--- config.mk ---
export PLATFORM = sky130hd
export DESIGN_NAME = variable_step_mppt_tracker_unit
export DESIGN_NICKNAME = d
export VERILOG_FILES = /design/src/rtl/core/vsmppt_pkg.sv /design/src/rtl/core/variable_step_mppt_tracker_unit.sv /design/src/rtl/core/vsmppt_mul.sv /design/src/rtl/core/vsmppt_div.sv
export VERILOG_INCLUDE_DIRS = /design/src /design/src/rtl/core
export SDC_FILE = /design/constraint.sdc
export NUM_CORES = 2
export LEC_CHECK = 0
export BUFFER_PORTS_ARGS = -buffer_cell sky130_fd_sc_hd__buf_2
export CAP_MARGIN = 25
export CORE_MARGIN = 2
export CORE_UTILIZATION = 45
export CTS_CLUSTER_DIAMETER = 30
export CTS_CLUSTER_SIZE = 28
export DETAILED_ROUTE_END_ITERATION = 7
export GPL_TIMING_DRIVEN = 1
export HOLD_SLACK_MARGIN = 0.05
export PLACE_DENSITY = 0.65
export SLEW_MARGIN = 20
export SYNTH_ARGS = -nofsm -noshare
export SYNTH_HDL_FRONTEND = slang
export SYNTH_SLANG_ARGS = --single-unit
export TNS_END_PERCENT = 20
--- constraint.sdc ---
create_clock -name i_clk -period 7.7 [get_ports i_clk]
set_input_delay 1.54 -clock i_clk [delete_from_list [all_inputs] [get_ports i_clk]]
set_output_delay 1.54 -clock i_clk [all_outputs]
set_load 0.005 [all_outputs]
--- src/rtl/core/assert_macros.svh ---
// ----------------------------------------------------------------------------
// Assertion macros
// Clocked implication checks with reset disable, included by the tracker unit.
// ----------------------------------------------------------------------------
`ifndef ASSERT_MACROS_SVH
`define ASSERT_MACROS_SVH

// same-cycle implication
`define ASSERT_IMPLIES(lbl, clk, rstn, ante, cons, msg) \
    lbl: assert property (@(posedge clk) disable iff (!(rstn)) (ante) |-> (cons)) \
        else $error(msg);

// next-cycle implication
`define ASSERT_NEXT(lbl, clk, rstn, ante, cons, msg) \
    lbl: assert property (@(posedge clk) disable iff (!(rstn)) (ante) |=> (cons)) \
        else $error(msg);

`endif

--- src/rtl/core/vsmppt_pkg.sv ---
// ----------------------------------------------------------------------------
// vsmppt_pkg
// Widths, register codes, sequencer states and control bundles of the tracker.
// ----------------------------------------------------------------------------
package vsmppt_pkg;

    localparam int VOLT_BITS   = 16;
    localparam int CUR_BITS    = 16;
    localparam int REG_W       = 16;
    localparam int SCALE_SHIFT = 16;

    localparam int PW     = VOLT_BITS + CUR_BITS;
    localparam int MB     = (CUR_BITS > REG_W) ? CUR_BITS : REG_W;
    localparam int NW     = PW + MB;
    localparam int QS_W   = NW - SCALE_SHIFT;
    localparam int CNT_W  = $clog2(NW + 1);
    localparam int RW     = ((VOLT_BITS > REG_W) ? VOLT_BITS : REG_W) + 1;
    localparam int IN_W   = ((CUR_BITS + VOLT_BITS + 7) / 8) * 8;
    localparam int OUT_W  = ((VOLT_BITS + 7) / 8) * 8;
    localparam int CIDX_W = 4;

    localparam logic [REG_W-1:0] RST_SLOPE_GAIN    = 16'd66;
    localparam logic [REG_W-1:0] RST_MAX_STEP      = 16'd200;
    localparam logic [REG_W-1:0] RST_MIN_STEP      = 16'd10;
    localparam logic [REG_W-1:0] RST_START_VOLTAGE = 16'd10000;

    typedef enum logic [CIDX_W-1:0] {
        CFG_SLOPE_GAIN    = 4'd0,
        CFG_MAX_STEP      = 4'd1,
        CFG_MIN_STEP      = 4'd2,
        CFG_START_VOLTAGE = 4'd3
    } t_cfg_idx;

    typedef enum logic [2:0] {
        S_IDLE,
        S_PWR,
        S_DIFF,
        S_GAIN,
        S_DIVST,
        S_DIV,
        S_CLAMP,
        S_APPLY
    } t_state;

    typedef struct packed {
        logic en;
        logic sel_gain;
    } t_mul_ctl;

    typedef struct packed {
        logic start;
    } t_div_ctl;

    typedef struct packed {
        logic busy;
        logic done;
    } t_div_sts;

endpackage

--- src/rtl/core/variable_step_mppt_tracker_unit.sv ---
// Sequence: an accepted sample runs S_PWR, S_DIFF, S_GAIN, S_DIVST, S_DIV and
//   S_CLAMP to S_APPLY; with the panel voltage unchanged no division is run.
// Flow: input is not ready while the sequencer runs, so a new sample is taken
//   only once it is back in S_IDLE; S_APPLY waits while the output is stalled.
// Reset: synchronous active low; registers return to defaults, last sample to
//   zero, reference to the start voltage; no beat is taken while reset is held.
// ----------------------------------------------------------------------------
// variable_step_mppt_tracker_unit
// Variable-step perturb-and-observe tracker: one shared multiplier and a serial
// divider under a small sequencer produce the next voltage reference per sample.
// ----------------------------------------------------------------------------
module variable_step_mppt_tracker_unit (
    input  logic                                 i_clk,
    input  logic                                 i_rst_n,
    input  logic                                 s_axis_tvalid,
    output logic                                 s_axis_tready,
    // pv_current, pv_voltage
    input  logic [vsmppt_pkg::IN_W-1:0]          s_axis_tdata,
    output logic                                 m_axis_tvalid,
    input  logic                                 m_axis_tready,
    // voltage_reference
    output logic [vsmppt_pkg::OUT_W-1:0]         m_axis_tdata,
    input  logic                                 i_cfg_valid,
    output logic                                 o_cfg_ready,
    input  logic [vsmppt_pkg::CIDX_W-1:0]        i_cfg_index,
    input  logic [vsmppt_pkg::REG_W-1:0]         i_cfg_data
);
    import vsmppt_pkg::*;

    t_state   r_state;
    t_state   n_state;
    t_mul_ctl mul_ctl;
    t_div_ctl div_ctl;
    t_div_sts div_sts;

    logic [REG_W-1:0]     r_gain;
    logic [REG_W-1:0]     r_max_step;
    logic [REG_W-1:0]     r_min_step;
    logic [VOLT_BITS-1:0] r_ref;
    logic [VOLT_BITS-1:0] r_last_volt;
    logic [PW-1:0]        r_last_power;

    logic [CUR_BITS-1:0]  r_cur;
    logic [VOLT_BITS-1:0] r_volt;
    logic [PW-1:0]        r_adp;
    logic [VOLT_BITS-1:0] r_adv;
    logic                 r_dp_pos;
    logic                 r_dp_neg;
    logic                 r_dv_pos;
    logic [REG_W-1:0]     r_step;
    logic                 r_out_valid;
    logic [VOLT_BITS-1:0] r_out_ref;

    logic [NW-1:0]        mul_prod;
    logic [NW-1:0]        div_quo;
    logic                 in_acc;
    logic                 cfg_acc;
    logic                 diff_en;
    logic                 step_min_en;
    logic                 clamp_en;
    logic                 apply_en;
    logic                 out_stall;
    logic [PW-1:0]        power;
    logic [QS_W-1:0]      qs;
    logic [REG_W-1:0]     step_hi;
    logic [REG_W-1:0]     step_clamped;
    logic [RW-1:0]        ref_e;
    logic [RW-1:0]        step_e;
    logic [RW-1:0]        vmax_e;
    logic [VOLT_BITS-1:0] ref_next;

    assign in_acc  = s_axis_tvalid && s_axis_tready;
    assign cfg_acc = i_cfg_valid && o_cfg_ready;
    assign o_cfg_ready = i_rst_n && (r_state == S_IDLE);

    vsmppt_mul u_mul (
        .i_clk  (i_clk),
        .i_ctl  (mul_ctl),
        .i_volt (r_volt),
        .i_cur  (r_cur),
        .i_adp  (r_adp),
        .i_gain (r_gain),
        .o_prod (mul_prod)
    );

    vsmppt_div u_div (
        .i_clk   (i_clk),
        .i_rst_n (i_rst_n),
        .i_ctl   (div_ctl),
        .i_num   (mul_prod),
        .i_den   (r_adv),
        .o_sts   (div_sts),
        .o_quo   (div_quo)
    );

    always_comb begin
        n_state = r_state;
        case (r_state)
            S_IDLE:  if (in_acc) n_state = S_PWR;
            S_PWR:   n_state = S_DIFF;
            S_DIFF:  n_state = S_GAIN;
            S_GAIN:  n_state = S_DIVST;
            S_DIVST: n_state = (r_adv == '0) ? S_APPLY : S_DIV;
            S_DIV:   if (div_sts.done) n_state = S_CLAMP;
            S_CLAMP: n_state = S_APPLY;
            S_APPLY: if (!r_out_valid || m_axis_tready) n_state = S_IDLE;
            default: n_state = S_IDLE;
        endcase
    end

    always_comb begin
        s_axis_tready    = 1'b0;
        mul_ctl.en       = 1'b0;
        mul_ctl.sel_gain = 1'b0;
        div_ctl.start    = 1'b0;
        diff_en          = 1'b0;
        step_min_en      = 1'b0;
        clamp_en         = 1'b0;
        apply_en         = 1'b0;
        case (r_state)
            S_IDLE:  s_axis_tready = i_rst_n;
            S_PWR:   mul_ctl.en = 1'b1;
            S_DIFF:  diff_en = 1'b1;
            S_GAIN: begin
                mul_ctl.en       = 1'b1;
                mul_ctl.sel_gain = 1'b1;
            end
            S_DIVST: begin
                if (r_adv == '0) begin
                    step_min_en = 1'b1;
                end else begin
                    div_ctl.start = 1'b1;
                end
            end
            S_CLAMP: clamp_en = 1'b1;
            S_APPLY: apply_en = !r_out_valid || m_axis_tready;
            default: s_axis_tready = 1'b0;
        endcase
    end

    assign power = mul_prod[PW-1:0];
    assign qs    = div_quo[NW-1:SCALE_SHIFT];

    always_comb begin
        if (qs > QS_W'(r_max_step)) begin
            step_hi = r_max_step;
        end else begin
            step_hi = qs[REG_W-1:0];
        end
        step_clamped = (step_hi < r_min_step) ? r_min_step : step_hi;
    end

    always_comb begin
        ref_e    = RW'(r_ref);
        step_e   = RW'(r_step);
        vmax_e   = RW'({VOLT_BITS{1'b1}});
        ref_next = r_ref;
        if (r_dp_pos || r_dp_neg) begin
            if (r_dp_pos == r_dv_pos) begin
                if (step_e > vmax_e - ref_e) begin
                    ref_next = {VOLT_BITS{1'b1}};
                end else begin
                    ref_next = VOLT_BITS'(ref_e + step_e);
                end
            end else begin
                if (step_e > ref_e) begin
                    ref_next = '0;
                end else begin
                    ref_next = VOLT_BITS'(ref_e - step_e);
                end
            end
        end
    end

    always_ff @(posedge i_clk) begin
        if (!i_rst_n) begin
            r_state      <= S_IDLE;
            r_gain       <= RST_SLOPE_GAIN;
            r_max_step   <= RST_MAX_STEP;
            r_min_step   <= RST_MIN_STEP;
            r_ref        <= VOLT_BITS'(RST_START_VOLTAGE);
            r_last_volt  <= '0;
            r_last_power <= '0;
            r_out_valid  <= 1'b0;
        end else begin
            r_state <= n_state;
            if (cfg_acc) begin
                case (i_cfg_index)
                    CFG_SLOPE_GAIN: r_gain     <= i_cfg_data;
                    CFG_MAX_STEP:   r_max_step <= i_cfg_data;
                    CFG_MIN_STEP:   r_min_step <= i_cfg_data;
                    CFG_START_VOLTAGE: begin
                        r_ref   <= VOLT_BITS'(i_cfg_data);
                    end
                    default: r_gain <= r_gain;
                endcase
            end
            if (diff_en) begin
                r_last_volt  <= r_volt;
                r_last_power <= power;
            end
            if (apply_en) begin
                r_ref       <= ref_next;
                r_out_valid <= 1'b1;
            end else if (m_axis_tready) begin
                r_out_valid <= 1'b0;
            end
        end
    end

    always_ff @(posedge i_clk) begin
        if (in_acc) begin
            r_cur  <= s_axis_tdata[CUR_BITS-1:0];
            r_volt <= s_axis_tdata[CUR_BITS +: VOLT_BITS];
        end
        if (diff_en) begin
            r_dp_pos <= power > r_last_power;
            r_dp_neg <= power < r_last_power;
            r_dv_pos <= r_volt > r_last_volt;
            r_adp    <= (power > r_last_power) ? power - r_last_power : r_last_power - power;
            r_adv    <= (r_volt > r_last_volt) ? r_volt - r_last_volt : r_last_volt - r_volt;
        end
        if (step_min_en) begin
            r_step <= r_min_step;
        end else if (clamp_en) begin
            r_step <= step_clamped;
        end
        if (apply_en) begin
            r_out_ref <= ref_next;
        end
    end

    assign m_axis_tvalid = r_out_valid;
    assign m_axis_tdata  = OUT_W'(r_out_ref);

    assign out_stall = (r_state == S_APPLY) && r_out_valid && !m_axis_tready;

    `include "assert_macros.svh"

    `ASSERT_NEXT(a_busy_after_accept, i_clk, i_rst_n, in_acc, !s_axis_tready, "ready while busy")
    `ASSERT_IMPLIES(a_done_in_div, i_clk, i_rst_n, div_sts.done, r_state == S_DIV, "stray done")
    `ASSERT_IMPLIES(a_idle_quiet, i_clk, i_rst_n, r_state == S_IDLE, !div_sts.busy, "busy in idle")
    `ASSERT_NEXT(a_apply_hold, i_clk, i_rst_n, out_stall, r_state == S_APPLY, "beat overwritten")

endmodule

--- src/rtl/core/vsmppt_mul.sv ---
// ----------------------------------------------------------------------------
// vsmppt_mul
// Shared registered multiplier: panel power V*I, then gain*|dP|.
// ----------------------------------------------------------------------------
module vsmppt_mul (
    input  logic                               i_clk,
    input  vsmppt_pkg::t_mul_ctl               i_ctl,
    input  logic [vsmppt_pkg::VOLT_BITS-1:0]   i_volt,
    input  logic [vsmppt_pkg::CUR_BITS-1:0]    i_cur,
    input  logic [vsmppt_pkg::PW-1:0]          i_adp,
    input  logic [vsmppt_pkg::REG_W-1:0]       i_gain,
    output logic [vsmppt_pkg::NW-1:0]          o_prod
);
    import vsmppt_pkg::*;

    logic [PW-1:0] op_a;
    logic [MB-1:0] op_b;
    logic [NW-1:0] r_prod;

    always_comb begin
        if (i_ctl.sel_gain) begin
            op_a = i_adp;
            op_b = MB'(i_gain);
        end else begin
            op_a = PW'(i_volt);
            op_b = MB'(i_cur);
        end
    end

    always_ff @(posedge i_clk) begin
        if (i_ctl.en) begin
            r_prod <= NW'(op_a) * NW'(op_b);
        end
    end

    assign o_prod = r_prod;

endmodule

--- src/rtl/core/vsmppt_div.sv ---
// ----------------------------------------------------------------------------
// vsmppt_div
// Restoring divider, one quotient bit per cycle over the full numerator.
// ----------------------------------------------------------------------------
module vsmppt_div (
    input  logic                               i_clk,
    input  logic                               i_rst_n,
    input  vsmppt_pkg::t_div_ctl               i_ctl,
    input  logic [vsmppt_pkg::NW-1:0]          i_num,
    input  logic [vsmppt_pkg::VOLT_BITS-1:0]   i_den,
    output vsmppt_pkg::t_div_sts               o_sts,
    output logic [vsmppt_pkg::NW-1:0]          o_quo
);
    import vsmppt_pkg::*;

    logic                 r_busy;
    logic                 r_done;
    logic [CNT_W-1:0]     r_cnt;
    logic [NW-1:0]        r_nq;
    logic [VOLT_BITS-1:0] r_rem;
    logic [VOLT_BITS-1:0] r_den;
    logic [VOLT_BITS:0]   trial;
    logic                 qbit;
    logic [VOLT_BITS:0]   diff;

    always_comb begin
        trial = {r_rem, r_nq[NW-1]};
        diff  = trial - {1'b0, r_den};
        qbit  = (trial >= {1'b0, r_den});
    end

    always_ff @(posedge i_clk) begin
        if (!i_rst_n) begin
            r_busy <= 1'b0;
            r_done <= 1'b0;
            r_cnt  <= '0;
        end else begin
            r_done <= 1'b0;
            if (i_ctl.start) begin
                r_busy <= 1'b1;
                r_cnt  <= CNT_W'(NW);
            end else if (r_busy) begin
                r_cnt <= r_cnt - 1'b1;
                if (r_cnt == CNT_W'(1)) begin
                    r_busy <= 1'b0;
                    r_done <= 1'b1;
                end
            end
        end
    end

    always_ff @(posedge i_clk) begin
        if (i_ctl.start) begin
            r_nq  <= i_num;
            r_den <= i_den;
            r_rem <= '0;
        end else if (r_busy) begin
            r_nq  <= {r_nq[NW-2:0], qbit};
            r_rem <= qbit ? diff[VOLT_BITS-1:0] : trial[VOLT_BITS-1:0];
        end
    end

    assign o_sts.busy = r_busy;
    assign o_sts.done = r_done;
    assign o_quo      = r_nq;

endmodule

==> impl_metrics.py <==
metrics = {
    "outcome": {
        "outcome": "complete, no violations",
    },
    "worst_setup_path": {
        "required_ns": 8.06,
        "timing.rr.end": "u_mul.o_prod[46]$_DFFE_PP_",
        "worstPathArrival_ns": 7.81,
        "reg2reg_slack_ns": 0.24,
        "crit_fanout": 7,
        "crit_type": "reg -> reg",
        "startpoint_type": "flip-flop",
        "cp-end-kind": "flip-flop",
        "crit_slowest_cell": "fa_1",
        "crit_path_start": "r_state[2]$_SDFFE_PN0P_",
        "critPathMaxStageDelay_ns": 0.57,
        "r2r_cells": 29,
        "crit-reg2reg-launch": "r_state[2]$_SDFFE_PN0P_",
        "cp-endpoint": "u_mul.o_prod[46]$_DFFE_PP_",
        "cpMostUsedCell": "fa_1",
    },
    "power": {
        "p_leak_uw": 0.01986,
        "ir_drop_uv": 735.3,
        "totalPowerFinal_uw": 16840,
        "combPwrFrac_pct": 58.8,
        "p_clk_share_pct": 23.4,
        "p_seq_share_pct": 17.7,
        "p_int_uw": 9515,
        "p_sw_share_pct": 43.51,
        "powerDensity_mw_per_mm2": 384.8,
        "p_sw_uw": 7329,
    },
    "detailed_routing": {
        "viasPerCell": 5.542,
        "drt_iter0_drc": 2863,
        "vias": 31000,
        "drc_errors": 0,
        "wl_per_cell_um": 20.39,
        "finalWirelength_um": 114100,
        "final_antenna_net_count": 0,
        "first_pass_iters": 6,
    },
    "logic_synthesis": {
        "synth_mux_area_share_pct": 2.175,
        "yosys_warnings": 0,
        "netlist_top_cells_count": "nand2_1 (699), inv_1 (655), fa_1 (425)",
        "syn_nets": 5049,
        "synthCells": 4271,
        "synth_top_cell_area_share_pct": 22.55,
        "synthAdderAreaFrac_pct": 32.36,
        "yosysMostFrequentCell": "nand2_1",
        "synth-seq-cells": 367,
        "synth_cell_types": 82,
        "synth_top_cell_by_area": "fa_1",
        "synth_top_family_by_area": "adder cells",
        "synth_area_mm2": 0.03774,
        "synth_compound_area_share_pct": 12.86,
        "synth-edff-count": 227,
        "synth-main-ff-cell": "edfxtp_1",
        "synth-xor-area-share_pct": 2.483,
        "postSynthAreaPerCell_um2": 8.836,
        "async_flop_share_pct": 0,
        "synthSimpleGateAreaFrac_pct": 15.95,
        "synth_area_leaders": "fa_1 (23%), edfxtp_1 (18%), ha_1 (9.8%), dfxtp_1 (7.4%), nand2_1 (7.0%)",
        "yosysSeqAreaShare_pct": 25.49,
    },
    "placement": {
        "placed_area_mm2": 0.04010,
        "gp_congestion": 0.9581,
        "dpl_worst_slack_ns": -0.2203,
        "dpl.hpwl_um": 90160,
        "portBuffers": 75,
    },
    "grt": {
        "grt_pass1_wl_um": 178000,
        "overflow": 0,
        "grtUsageTotal_pct": 26.57,
        "grt_start_max_net_pins": 68,
        "grt_pass1_vias": 31110,
        "antenna_found_initial": 1,
    },
    "clocking": {
        "cts_root_buffer": "clkbuf_16",
        "clk_pin_slew_ns": 0.05,
        "cts_buffer_depth": 3,
        "clock_latency_ns": 0.66,
        "cts_tree": "built",
        "clock-sinks": 367,
        "cts_max_level": 3,
        "cts-buffers-inserted": 92,
    },
    "finish": {
        "layout-drive-gt1-share_pct": 11.48,
        "fin_util_pct": 52.56,
        "fin_nets": 5211,
        "multiInputGateArea_mm2": 0.02514,
        "fill_cells": 7691,
        "seqCellArea_mm2": 0.009619,
        "area_growth_pct": 16.01,
        "final_area_mm2": 0.04378,
        "antenna-diode-count": 0,
    },
    "floorplan": {
        "coreArea_mm2": 0.08329,
        "row_count": 106,
        "dieArea_mm2": 0.08619,
        "die_h_um": 293.6,
        "die_w_um": 293.6,
        "ios": 76,
        "initial_core_util_pct": 45.31,
    },
    "timing": {
        "skew_ns": 0.04941,
        "worst_pin_slew_ns": 1.022,
        "worst_slack_ns": 0.2413,
        "hold_viol": 0,
        "hold_ws_ns": 0.4528,
        "finalCriticalPeriod_ns": 7.459,
        "timing.final.crit_share_pct": 96.87,
        "rsz0062_at_grt": "true",
        "finalSetupViolCount": 0,
        "clock.fmax_mhz": 134.1,
        "maxSlewHeadroom_pct": 31.84,
        "slew_viol_final": 0,
    },
    "worst_hold_path": {
        "hold_class": "reg -> reg",
    },
    "flow_run": {
        "drv_cap": 0,
    },
}
## metal layers
metal | global-route usage [%] | vias up | part of all wire [%]
li1 | - | 14370 | -
met1 | 37.24 | 15260 | 44
met2 | 42.39 | 1135 | 45
met3 | 3.867 | 228 | 7.3
met4 | 8.649 | 0 | 3.4
met5 | 0 | - | 0
## logic make-up (layout without fill, tap and decap cells)
logic type | Yosys count | after routing
and+or+nand+nor | 1354 | 1354
buffers and inverters | 852 | 1094
AOI/OAI and AO/OA | 792 | 792
adders and majority gates | 721 | 721
DFF | 367 | 367
xor gates and xnor gates | 107 | 107
muxes | 78 | 78
## worst min path at each step
| stage | startpoint | endpoint | slack [ns] | cells after the start |
|---|---|---|---|---|
| 3_5_place_dp | r_adv[8]$_DFFE_PP_ | u_div.r_den[8]$_DFFE_PP_ | 0.44 | 0 |
| 5_1_grt | r_adv[6]$_DFFE_PP_ | u_div.r_den[6]$_DFFE_PP_ | 0.47 | 0 |
| 3_3_place_gp | r_adv[8]$_DFFE_PP_ | u_div.r_den[8]$_DFFE_PP_ | 0.43 | 0 |
| 6_report | r_max_step[11]$_SDFFE_PN0P_ | r_max_step[11]$_SDFFE_PN0P_ | 0.45 | 2 |
| 4_1_cts | r_adv[8]$_DFFE_PP_ | u_div.r_den[8]$_DFFE_PP_ | 0.45 | 0 |
| 2_1_floorplan | r_adv[10]$_DFFE_PP_ | u_div.r_den[10]$_DFFE_PP_ | 0.43 | 0 |
## cells in the final DEF (no fill, tap or decap), types with 140 or more instances in the layout
master,netlist,final
fa_1,425,425
o21ai_0,172,168
a21oi_1,292,284
nand2_1,699,696
buf_4,5,166
nor2_1,260,259
edfxtp_1,227,227
ha_1,296,296
dfxtp_1,140,140
inv_1,655,653
## power by group through the flow
stage	logic (µW)	registers (µW)	clock network, µW
after floorplan	6630	2870	0
after global placement	9440	3000	0
after detailed placement	9520	3000	0
after CTS	9630	2970	3990
after global routing	11000	3000	4110
final	9910	2990	3950
## critical path, delay by kind of cell, from the launching register on
| family | cells | cell delay (ns) |
|---|---|---|
| AO/OA/AOI/OAI | 7 | 1.36 |
| XOR/XNOR | 1 | 0.15 |
| adder cells (fa/ha/maj) | 7 | 3.30 |
| buffers and inverters | 8 | 0.96 |
| flip-flops | 1 | 0.30 |
| AND/OR/NAND/NOR | 6 | 1.10 |
## through the flow
stage                     instances  setup TNS (ns)
after floorplan                4271               0
after global placement         5408         -0.2529
after detailed placement       5410          -1.181
after CTS                      5584               0
after global routing           5593        -0.02959
final                          5593               0
## timing repair
item,4_1_cts,5_1_grt
endpoints found under the setup margin,10,13
cloned,0,3
gates resized for setup,23,63
hold buffers,0,0
buffers inserted,0,5
pin swaps,0,6
## sequential cells by signal, summed over array words and instances (netlist names), 3 cells and up
signal	cells
u_div.o_quo	48
u_mul.o_prod	48
r_adp	32
r_last_power	32
m_axis_tdata	16
r_adv	16
r_cur	16
r_gain	16
r_last_volt	16
r_max_step	16
r_min_step	16
r_ref	16
r_step	16
r_volt	16
u_div.r_den	16
u_div.r_rem	16
u_div.r_cnt	6
r_state	3
## layout make-up
cell class,instances,area share (%)
Clock buffer,110,5.550
Multi-Input combinational cell,3052,57.42
Sequential cell,367,21.97
Clock inverter,64,1.803
Inverter,656,5.636
Tap cell,1080,3.087
Timing Repair Buffer,264,4.530
No activity file was read; power rests on OpenSTA's default activity.
